**src/hw/rtl/sitc_pkg.sv**
```systemverilog
package sitc_pkg;

  localparam int SIDE_W  = 15;
  localparam int POS_W   = 30;
  localparam int COORD_W = 15;

  // square root of a POS_W radicand gives ROOT_W result bits, one per step
  localparam int ROOT_W  = POS_W / 2;
  localparam int RAD_W   = 2 * ROOT_W;
  localparam int REM_W   = ROOT_W + 2;
  localparam int TRIAL_W = REM_W + 2;
  localparam int CNT_W   = $clog2(ROOT_W);

  // ring size and coordinate arithmetic widths
  localparam int RING_W  = ROOT_W + 1;
  localparam int CALC_W  = RING_W + 1;
  localparam int SQ_W    = 2 * RING_W;

  localparam logic [SIDE_W:0] MAX_SIDE = (SIDE_W + 1)'(32767);

  typedef enum logic [2:0] {
    ST_IDLE,
    ST_SQUARE,
    ST_CHECK,
    ST_ROOT,
    ST_RING,
    ST_BASE,
    ST_LIMITS,
    ST_DELIVER
  } state_t;

  typedef struct packed {
    logic             start;
    logic [RAD_W-1:0] radicand;
  } root_req_t;

  typedef struct packed {
    logic              done;
    logic [ROOT_W-1:0] root;
  } root_rsp_t;

endpackage

```
**src/hw/rtl/sitc_root.sv**
```systemverilog
module sitc_root (
  input  logic                clk,
  input  logic                rst,
  input  sitc_pkg::root_req_t req,
  output sitc_pkg::root_rsp_t rsp
);

  logic                          busy;
  logic                          done;
  logic [sitc_pkg::CNT_W-1:0]    cnt;
  logic [sitc_pkg::RAD_W-1:0]    rad;
  logic [sitc_pkg::REM_W-1:0]    rem;
  logic [sitc_pkg::ROOT_W-1:0]   root;

  logic [sitc_pkg::TRIAL_W-1:0]  trial;
  logic [sitc_pkg::TRIAL_W-1:0]  test;
  logic [sitc_pkg::TRIAL_W-1:0]  diff;
  logic                          fits;

  // one result bit per cycle: bring down two radicand bits, try 4*root+1
  always_comb begin
    trial = {rem, rad[sitc_pkg::RAD_W-1 -: 2]};
    test  = {(sitc_pkg::TRIAL_W - sitc_pkg::ROOT_W - 2)'(0), root, 2'b01};
    fits  = trial >= test;
    diff  = trial - test;
  end

  always_ff @(posedge clk) begin
    if (rst) begin
      busy <= 1'b0;
      done <= 1'b0;
      cnt  <= '0;
    end else begin
      done <= 1'b0;
      if (req.start) begin
        busy <= 1'b1;
        cnt  <= '0;
      end else if (busy) begin
        cnt <= cnt + sitc_pkg::CNT_W'(1);
        if (cnt == sitc_pkg::CNT_W'(sitc_pkg::ROOT_W - 1)) begin
          busy <= 1'b0;
          done <= 1'b1;
        end
      end
    end
  end

  always_ff @(posedge clk) begin
    if (req.start) begin
      rad  <= req.radicand;
      rem  <= '0;
      root <= '0;
    end else if (busy) begin
      rad  <= rad << 2;
      rem  <= fits ? diff[sitc_pkg::REM_W-1:0] : trial[sitc_pkg::REM_W-1:0];
      root <= {root[sitc_pkg::ROOT_W-2:0], fits};
    end
  end

  assign rsp.done = done;
  assign rsp.root = root;

endmodule

```
**src/hw/rtl/spiral_index_to_coordinate.sv**
```systemverilog
// channel   handshake            beat payload
// input     in_valid / in_stall  grid_side, position
// output    out_valid / out_stall line, column, bad_request
//
// a good request passes the square, check, root, ring, base and limits states
// before delivery; the 15-step square root unit is the longest of these
// a bad request goes from the check state straight to the output register
// rst is synchronous; it clears the sequencer, the root unit and out_valid
// one item at a time; the next item is taken while a result waits on out_stall
module spiral_index_to_coordinate (
  input  logic                         clk,
  input  logic                         rst,
  input  logic                         in_valid,
  output logic                         in_stall,
  input  logic [sitc_pkg::SIDE_W-1:0]  grid_side,
  input  logic [sitc_pkg::POS_W-1:0]   position,
  output logic                         out_valid,
  input  logic                         out_stall,
  output logic [sitc_pkg::COORD_W-1:0] line,
  output logic [sitc_pkg::COORD_W-1:0] column,
  output logic                         bad_request
);

  sitc_pkg::state_t state, state_next;

  sitc_pkg::root_req_t root_req;
  sitc_pkg::root_rsp_t root_rsp;

  logic [sitc_pkg::SIDE_W-1:0] side;
  logic [sitc_pkg::POS_W-1:0]  k;
  logic [sitc_pkg::POS_W-1:0]  sq;
  logic                        bad;
  logic                        bad_next;

  logic [sitc_pkg::RING_W-1:0] s;
  logic [sitc_pkg::RING_W-1:0] s1;
  logic [sitc_pkg::RING_W-1:0] s_m2;
  logic [sitc_pkg::RING_W-1:0] s_inc;
  logic [sitc_pkg::RING_W-1:0] s_next;
  logic [sitc_pkg::CALC_W-1:0] sum;
  logic [sitc_pkg::SQ_W-1:0]   base;
  logic [sitc_pkg::SQ_W-1:0]   offs_full;
  logic [sitc_pkg::CALC_W-1:0] big;
  logic [sitc_pkg::CALC_W-1:0] little;
  logic [sitc_pkg::CALC_W-1:0] half;
  logic [sitc_pkg::CALC_W-1:0] s1_ext;
  logic [sitc_pkg::CALC_W-1:0] two_s1;
  logic [sitc_pkg::CALC_W-1:0] three_s1;
  logic [sitc_pkg::CALC_W-1:0] t;
  logic [sitc_pkg::CALC_W-1:0] bs1;
  logic [sitc_pkg::CALC_W-1:0] sm2;
  logic [sitc_pkg::CALC_W-1:0] sm3;

  logic [sitc_pkg::CALC_W-1:0] line_calc;
  logic [sitc_pkg::CALC_W-1:0] col_calc;
  logic                        load;

  sitc_root u_root (
    .clk (clk),
    .rst (rst),
    .req (root_req),
    .rsp (root_rsp)
  );

  always_ff @(posedge clk) begin
    if (rst) begin
      state <= sitc_pkg::ST_IDLE;
    end else begin
      state <= state_next;
    end
  end

  always_comb begin
    bad_next = !side[0] || ({1'b0, side} > sitc_pkg::MAX_SIDE) ||
               (k == '0) || (k > sq);
  end

  always_comb begin
    state_next        = state;
    in_stall          = 1'b1;
    root_req.start    = 1'b0;
    root_req.radicand = k - sitc_pkg::POS_W'(1);
    load              = 1'b0;
    case (state)
      sitc_pkg::ST_IDLE: begin
        in_stall = 1'b0;
        if (in_valid) begin
          state_next = sitc_pkg::ST_SQUARE;
        end
      end
      sitc_pkg::ST_SQUARE: begin
        state_next = sitc_pkg::ST_CHECK;
      end
      sitc_pkg::ST_CHECK: begin
        if (bad_next) begin
          state_next = sitc_pkg::ST_DELIVER;
        end else begin
          root_req.start = 1'b1;
          state_next     = sitc_pkg::ST_ROOT;
        end
      end
      sitc_pkg::ST_ROOT: begin
        if (root_rsp.done) begin
          state_next = sitc_pkg::ST_RING;
        end
      end
      sitc_pkg::ST_RING: begin
        state_next = sitc_pkg::ST_BASE;
      end
      sitc_pkg::ST_BASE: begin
        state_next = sitc_pkg::ST_LIMITS;
      end
      sitc_pkg::ST_LIMITS: begin
        state_next = sitc_pkg::ST_DELIVER;
      end
      sitc_pkg::ST_DELIVER: begin
        if (!out_valid || !out_stall) begin
          load       = 1'b1;
          state_next = sitc_pkg::ST_IDLE;
        end
      end
      default: begin
        state_next = sitc_pkg::ST_IDLE;
      end
    endcase
  end

  // smallest odd ring whose square covers the position
  always_comb begin
    s_inc  = sitc_pkg::RING_W'(root_rsp.root) + sitc_pkg::RING_W'(1);
    s_next = s_inc | sitc_pkg::RING_W'(1);
    half   = sum >> 1;
    s1_ext = sitc_pkg::CALC_W'(s1);
    offs_full = {(sitc_pkg::SQ_W - sitc_pkg::POS_W)'(0), k} - base;
  end

  always_ff @(posedge clk) begin
    case (state)
      sitc_pkg::ST_IDLE: begin
        side <= grid_side;
        k    <= position;
      end
      sitc_pkg::ST_SQUARE: begin
        sq <= sitc_pkg::POS_W'(side) * sitc_pkg::POS_W'(side);
      end
      sitc_pkg::ST_CHECK: begin
        bad <= bad_next;
      end
      sitc_pkg::ST_RING: begin
        s    <= s_next;
        s1   <= s_next - sitc_pkg::RING_W'(1);
        s_m2 <= s_next - sitc_pkg::RING_W'(2);
        sum  <= sitc_pkg::CALC_W'(side) + sitc_pkg::CALC_W'(s_next);
      end
      sitc_pkg::ST_BASE: begin
        base     <= sitc_pkg::SQ_W'(s_m2) * sitc_pkg::SQ_W'(s_m2);
        big      <= half;
        little   <= half - s1_ext;
        two_s1   <= s1_ext << 1;
        three_s1 <= s1_ext + (s1_ext << 1);
      end
      sitc_pkg::ST_LIMITS: begin
        t   <= offs_full[sitc_pkg::CALC_W-1:0];
        bs1 <= big + s1_ext;
        sm2 <= little - two_s1;
        sm3 <= little - three_s1;
      end
      default: begin
      end
    endcase
  end

  // walk the four sides of the ring: bottom line, left column, top line, right column
  always_comb begin
    if (bad) begin
      line_calc = '0;
      col_calc  = '0;
    end else if (s == sitc_pkg::RING_W'(1)) begin
      line_calc = big;
      col_calc  = big;
    end else if (t <= s1_ext) begin
      line_calc = big;
      col_calc  = big - t;
    end else if (t <= two_s1) begin
      line_calc = bs1 - t;
      col_calc  = little;
    end else if (t <= three_s1) begin
      line_calc = little;
      col_calc  = sm2 + t;
    end else begin
      line_calc = sm3 + t;
      col_calc  = big;
    end
  end

  always_ff @(posedge clk) begin
    if (rst) begin
      out_valid <= 1'b0;
    end else if (load) begin
      out_valid <= 1'b1;
    end else if (!out_stall) begin
      out_valid <= 1'b0;
    end
  end

  always_ff @(posedge clk) begin
    if (load) begin
      line        <= line_calc[sitc_pkg::COORD_W-1:0];
      column      <= col_calc[sitc_pkg::COORD_W-1:0];
      bad_request <= bad;
    end
  end

endmodule

```
**config.mk**
```make
export PLATFORM = sky130hd
export DESIGN_NAME = spiral_index_to_coordinate
export DESIGN_NICKNAME = d
export VERILOG_FILES = /design/src/hw/rtl/sitc_pkg.sv /design/src/hw/rtl/sitc_root.sv /design/src/hw/rtl/spiral_index_to_coordinate.sv
export SDC_FILE = /design/constraint.sdc
export NUM_CORES = 2
export LEC_CHECK = 0
export BUFFER_PORTS_ARGS = -buffer_cell sky130_fd_sc_hd__buf_2
export CAP_MARGIN = 20
export CORE_ASPECT_RATIO = 0.7
export CORE_MARGIN = 5
export CORE_UTILIZATION = 55
export CTS_CLUSTER_SIZE = 12
export DETAILED_ROUTE_END_ITERATION = 7
export HOLD_SLACK_MARGIN = 0.1
export PLACE_DENSITY_LB_ADDON = 0.05
export SLEW_MARGIN = 20
export SYNTH_ARGS = -nofsm -noshare
export SYNTH_HDL_FRONTEND = slang
export SYNTH_HIERARCHICAL = 1
export SYNTH_SLANG_ARGS = --single-unit
export TNS_END_PERCENT = 20
```
**constraint.sdc**
```tcl
create_clock -name clk -period 16.76 [get_ports clk]
set_clock_uncertainty 0.15 [all_clocks]
set_input_delay 1.676 -clock clk [delete_from_list [all_inputs] [get_ports clk]]
set_output_delay 1.676 -clock clk [all_outputs]
set_load 0.05 [all_outputs]
```
# == After elaboration in Yosys (flattened, before gate mapping) ==
# Index checks and enable logic that the tools add are counted.
# Widths: inputs -> output; s select.
# totals
regBits,384
input_bits,49
elab_cells,105
# op_classes
n_addsub,17
multipliers,2
order_cmp,5
n_eq_ne,12
muxes,27
bitwise,1
n_reduce_logical,13
# op_table
operator,count
$mux 15,8
$sub 15x15->15,5
$mux 30,2
$add 15x15->15,3
$le 17x17->1,2
$sub 17x17->17,2
$gt 30x30->1,1
$logic_not 30->1,1
$mul 15x15->30,1
$sub 30x1->30 const B,1
$pmux 3 s8,1
$ge 19x17->1,1
$add 16x17->17,1
$le 17x16->1,1
$mul 16x16->17,1
$mux 17,1
$add 15x1->16 const B,1
$add 15x16->16,1
$sub 16x1->16 const B,1
$sub 16x2->16 const B,1
$logic_not 15->1,1
$eq 3x3->1 const B,4
$mux 3,4
$mux 1,11
14 further kinds,21

# == Longest topological paths before layout ==
# depth
depth_word,6
ltp_mapped,24
ltp_nobuf,23

# == By module ==
# Netlist, hierarchy kept.
# modules_own_cells
mod,instances,cells_each,area_each_um2,seq_area_each_um2
spiral_index_to_coordinate,1,2930,28991.6,8638.3
sitc_root,1,350,3651.0,1661.6

# == Least setup slack after synthesis ==
# OpenSTA, ideal clock, no wires.
# synth_timing
path_kind,register to output
start,reg state[0]
end,out in_stall
arrival_ps,4824
required_time_ps,14934
setup_slack_ps,10110
path_stages_with_launch,4
n_path_buf,1
path_cell_list,dfxtp_1 > clkbuf_1 > nor3_1 > inv_1
# synth_between
elab_chain_cells,2
# synth_lines
item,line,rtl
from (decl),spiral_index_to_coordinate.sv:24,"sitc_pkg::state_t state, state_next;"
from (signal assigned),spiral_index_to_coordinate.sv:67,state <= sitc_pkg::ST_IDLE;
from (signal assigned),spiral_index_to_coordinate.sv:69,state <= state_next;
$logic_not 3->1,spiral_index_to_coordinate.sv:84,case (state)
$mux 1,spiral_index_to_coordinate.sv:84,
to (decl),spiral_index_to_coordinate.sv:14,"output logic in_stall,"
# Every way passes these cells.

# == Worst setup path in the final report ==
# layout_timing
start,reg side[3] (netlist bit)
end,"reg sq[29] (netlist bit), data pin"
# layout_between
elab_chain_cells,1
# layout_lines
item,line,rtl
from (decl),spiral_index_to_coordinate.sv:29,logic [sitc_pkg::SIDE_W-1:0] side;
from (signal assigned),spiral_index_to_coordinate.sv:140,side <= grid_side;
$mul 15x15->30,spiral_index_to_coordinate.sv:144,sq <= sitc_pkg::POS_W'(side) * sitc_pkg::POS_W'(side);
to (signal assigned),spiral_index_to_coordinate.sv:144,
to (decl),spiral_index_to_coordinate.sv:31,logic [sitc_pkg::POS_W-1:0] sq;
# Every way passes these cells.
# A chain may end at the register's enable or synchronous reset.

==> impl_metrics.csv <==
group,metric,value,unit
detailed_routing,wirelength,86550,µm
detailed_routing,drtPass1Iterations,5,
grt,antenna_found_initial,1,
worst_hold_path,holdCritPathClass,"register to register",
clocking,path_clk_slew,0.06,ns
yosys,syn_area,32640,µm²
sta,slew_violations,0,
critical_path,crit_start,"side[3]",
die,die_x,301.2,µm
critical_path,path_class,"register to register",
critical_path,cpPeakStageDelay,0.78,ns
finish,fillCellCount,4978,
grt,grt_pass1_wl,135000,µm
yosys,yosys_warnings,6,
critical_path,crit_required,16.92,ns
sta,slew_headroom,0.2285,
grt,grt_max_degree,75,
detailed_routing,ant_nets,0,
yosys,async_flop_share,0,
critical_path,worstPathMaxFanout,17,
sta,setup_viol,0,
sta,rsz0062_at_grt,"no",
yosys,syn_inst,3280,
finish,regArea,10300,µm²
yosys,synthTopCellsByArea,"edfxtp_1, ha_1, fa_1",
clocking,cts_buffers,41,
die,pin_count,82,
place,dp_hpwl,68730,µm
die,die_y,213.8,µm
critical_path,end_kind,"register",
outcome,status,"finished clean",
yosys,syn_avg_cell_area,9.952,µm²
die,die-area,64400,µm²
critical_path,slowest_stage,"edfxtp_1",
die,initial_utilization,0.5578,
yosys,synth_nets,3947,
critical_path,reg2reg_depth,21,
finish,area_delta_synth_final,8.191,%
critical_path,crit_path_start_kind,"register",
clocking,cts_setup_buffers,0,
clocking,cts_root_buf,"clkbuf_16",
critical_path,rr_endpoint,"sq[29]",
detailed_routing,drt_iter0_markers,2205,
grt,first_global_vias,23990,
die,core,58520,µm²
critical_path,path_common_cell,"fa_1",
detailed_routing,drc,0,
clocking,clkLatencyLatePin,0.60,ns
finish,multi_input_area,20190,µm²
sta,fin_crit_sh,0.4078,
yosys,synth_ff_type,"edfxtp_1",
yosys,synth.largest_area_cell,"edfxtp_1",
grt,grt_overflow_total,0,
run,cap_violations,0,
critical_path,r2r-start,"side[3]",
yosys,synth-seq-cells,357,
detailed_routing,route.detailed.wl_per_inst,20.71,µm
clocking,cts_tree,"built",
yosys,yosysSeqAreaShare,0.3155,
finish,fin_nets,4019,
critical_path,path_cells,"inv_1, nor2_1, fa_1, inv_1, fa_1, inv_1, fa_1, fa_1, fa_1, inv_1, fa_1, inv_1, ha_1, a21o_1, a211oi_1, nor2_1, a22oi_1, a31oi_1, a211o_1, a21oi_1, xnor2_1",
sta,fin_crit,6.835,ns
yosys,synth_enable_flop_cells,315,
detailed_routing,via_per_inst,5.779,
critical_path,r2r_setup_slack,9.92,ns
sta,hold_viol,0,
sta,tns,0,ns
yosys,synth.most_common_cell,"inv_1",
sta,tightest_slew,1.153,ns
detailed_routing,route.vias.total,24160,
clocking,cts_max_path_buffers,3,
clocking,cts_hold_buf,0,
sta,clock.fmax,146.3,MHz
place,port_buffers,81,
place,place_congestion,0.9241,
clocking,cts_max_level,2,
clocking,clock_sink_count,357,
finish,drive_gt1_frac,0.07306,
clocking,cts_resized,0,
yosys,yosys-top-cells-count,"inv_1, ha_1, edfxtp_1",
critical_path,cp_data_arrival_time,6.99,ns
yosys,synth_top_cell_area_share,0.2898,
critical_path,crit_end,"sq[29]",
grt,grt.total_usage,0.2695,
yosys,synth_cell_types,85,
die,placementRows,74,
## layout by cell type (no fill, tap or decap), types with 27 or more instances in the layout
| cell | Yosys | final |
|---|---|---|
| fa_1 | 226 | 226 |
| ha_1 | 392 | 392 |
| and2_1 | 75 | 73 |
| nand3_1 | 71 | 71 |
| edfxtp_1 | 315 | 315 |
| mux2_2 | 34 | 34 |
| inv_1 | 514 | 513 |
| buf_2 | 3 | 81 |
| nor2b_1 | 37 | 37 |
| nor2_1 | 222 | 221 |
| a21o_1 | 41 | 41 |
| dfxtp_1 | 42 | 41 |
| nor3_1 | 76 | 75 |
| clkbuf_16 | 0 | 41 |
| a21oi_1 | 148 | 147 |
| a211oi_1 | 30 | 30 |
| xor2_1 | 73 | 72 |
| xnor2_1 | 179 | 179 |
| nand2_1 | 239 | 239 |
| mux2i_1 | 27 | 27 |
| o21ai_0 | 94 | 94 |
## state kept, by name, indices dropped and copies added (netlist names), 16 cells and up
signal,flops
k,30
sq,29
t,17
three_s1,16
u_root/rad,30
u_root/rem,17
## per-layer routing
metal  part of all wire  track usage  routed length [µm]  vias up
met4              0.021      0.06151                1821        0
met5                  0            0                   0        -
met3              0.087      0.05121                7533      102
met1               0.48       0.4163               41500    11760
li1                   -            -                   -    11400
met2               0.41       0.3960               35690      894
## worst min-delay path by stage
stage	slack, ns	endpoint	start	depth (start not counted)
after floorplan	0.25	little[0]	sum[1]	0
after global placement	0.26	little[0]	sum[1]	0
after detailed placement	0.26	little[0]	sum[1]	0
after CTS	0.28	little[0]	sum[1]	0
after global routing	0.28	little[0]	sum[1]	0
final	0.27	little[0]	sum[1]	0
## stage by stage
stage / hold slack, ns / area [µm²] / std cells / worst slack [ns] / utilization
floorplan: 0.2503 / 32640 / 3280 / 10.11 / -
global placement: 0.2634 / 33930 / 4107 / 10.20 / 0.5798
detailed placement: 0.2636 / 33930 / 4107 / 10.05 / 0.5798
CTS: 0.2782 / 35310 / 4179 / 10.01 / 0.6034
global route: 0.2823 / 35310 / 4179 / 9.658 / 0.6035
finish: 0.2734 / 35320 / 4180 / 9.925 / 0.6035
## cell families (layout without fill, tap and decap cells)
group                    count (synthesis)  count (layout)  synth area share
multiplexers                            61              61           0.02001
AO/OA/AOI/OAI                          530             530            0.1093
buffers and inverters                  581             682           0.06807
XOR/XNOR                               252             252           0.06761
other                                    0               1                 0
adder cells (fa/ha/maj)                618             618            0.2889
flip-flops                             357             357            0.3155
AND/OR/NAND/NOR                        881             881            0.1306
## layout make-up
cell class | instances | area share
antenna | 1 | 0.00007086
clock buffer | 54 | 0.03100
clock inverter | 18 | 0.007971
inverter | 514 | 0.05463
multi-input combinational | 2342 | 0.5717
sequential | 357 | 0.2917
tap | 798 | 0.02827
timing repair buffer | 96 | 0.01467
## worst max-delay path, delay by kind of cell, from the launching register on
family | cells | cell delay (ns)
compound gates | 6 | 1.36
xor+xnor | 1 | 0.08
fa+ha+maj | 7 | 3.28
buf+inv | 5 | 0.62
flops | 1 | 0.78
simple gates | 2 | 0.30
Power is not shown: default switching activity piles up to over one toggle a cycle in this logic, so the estimate is an artifact.
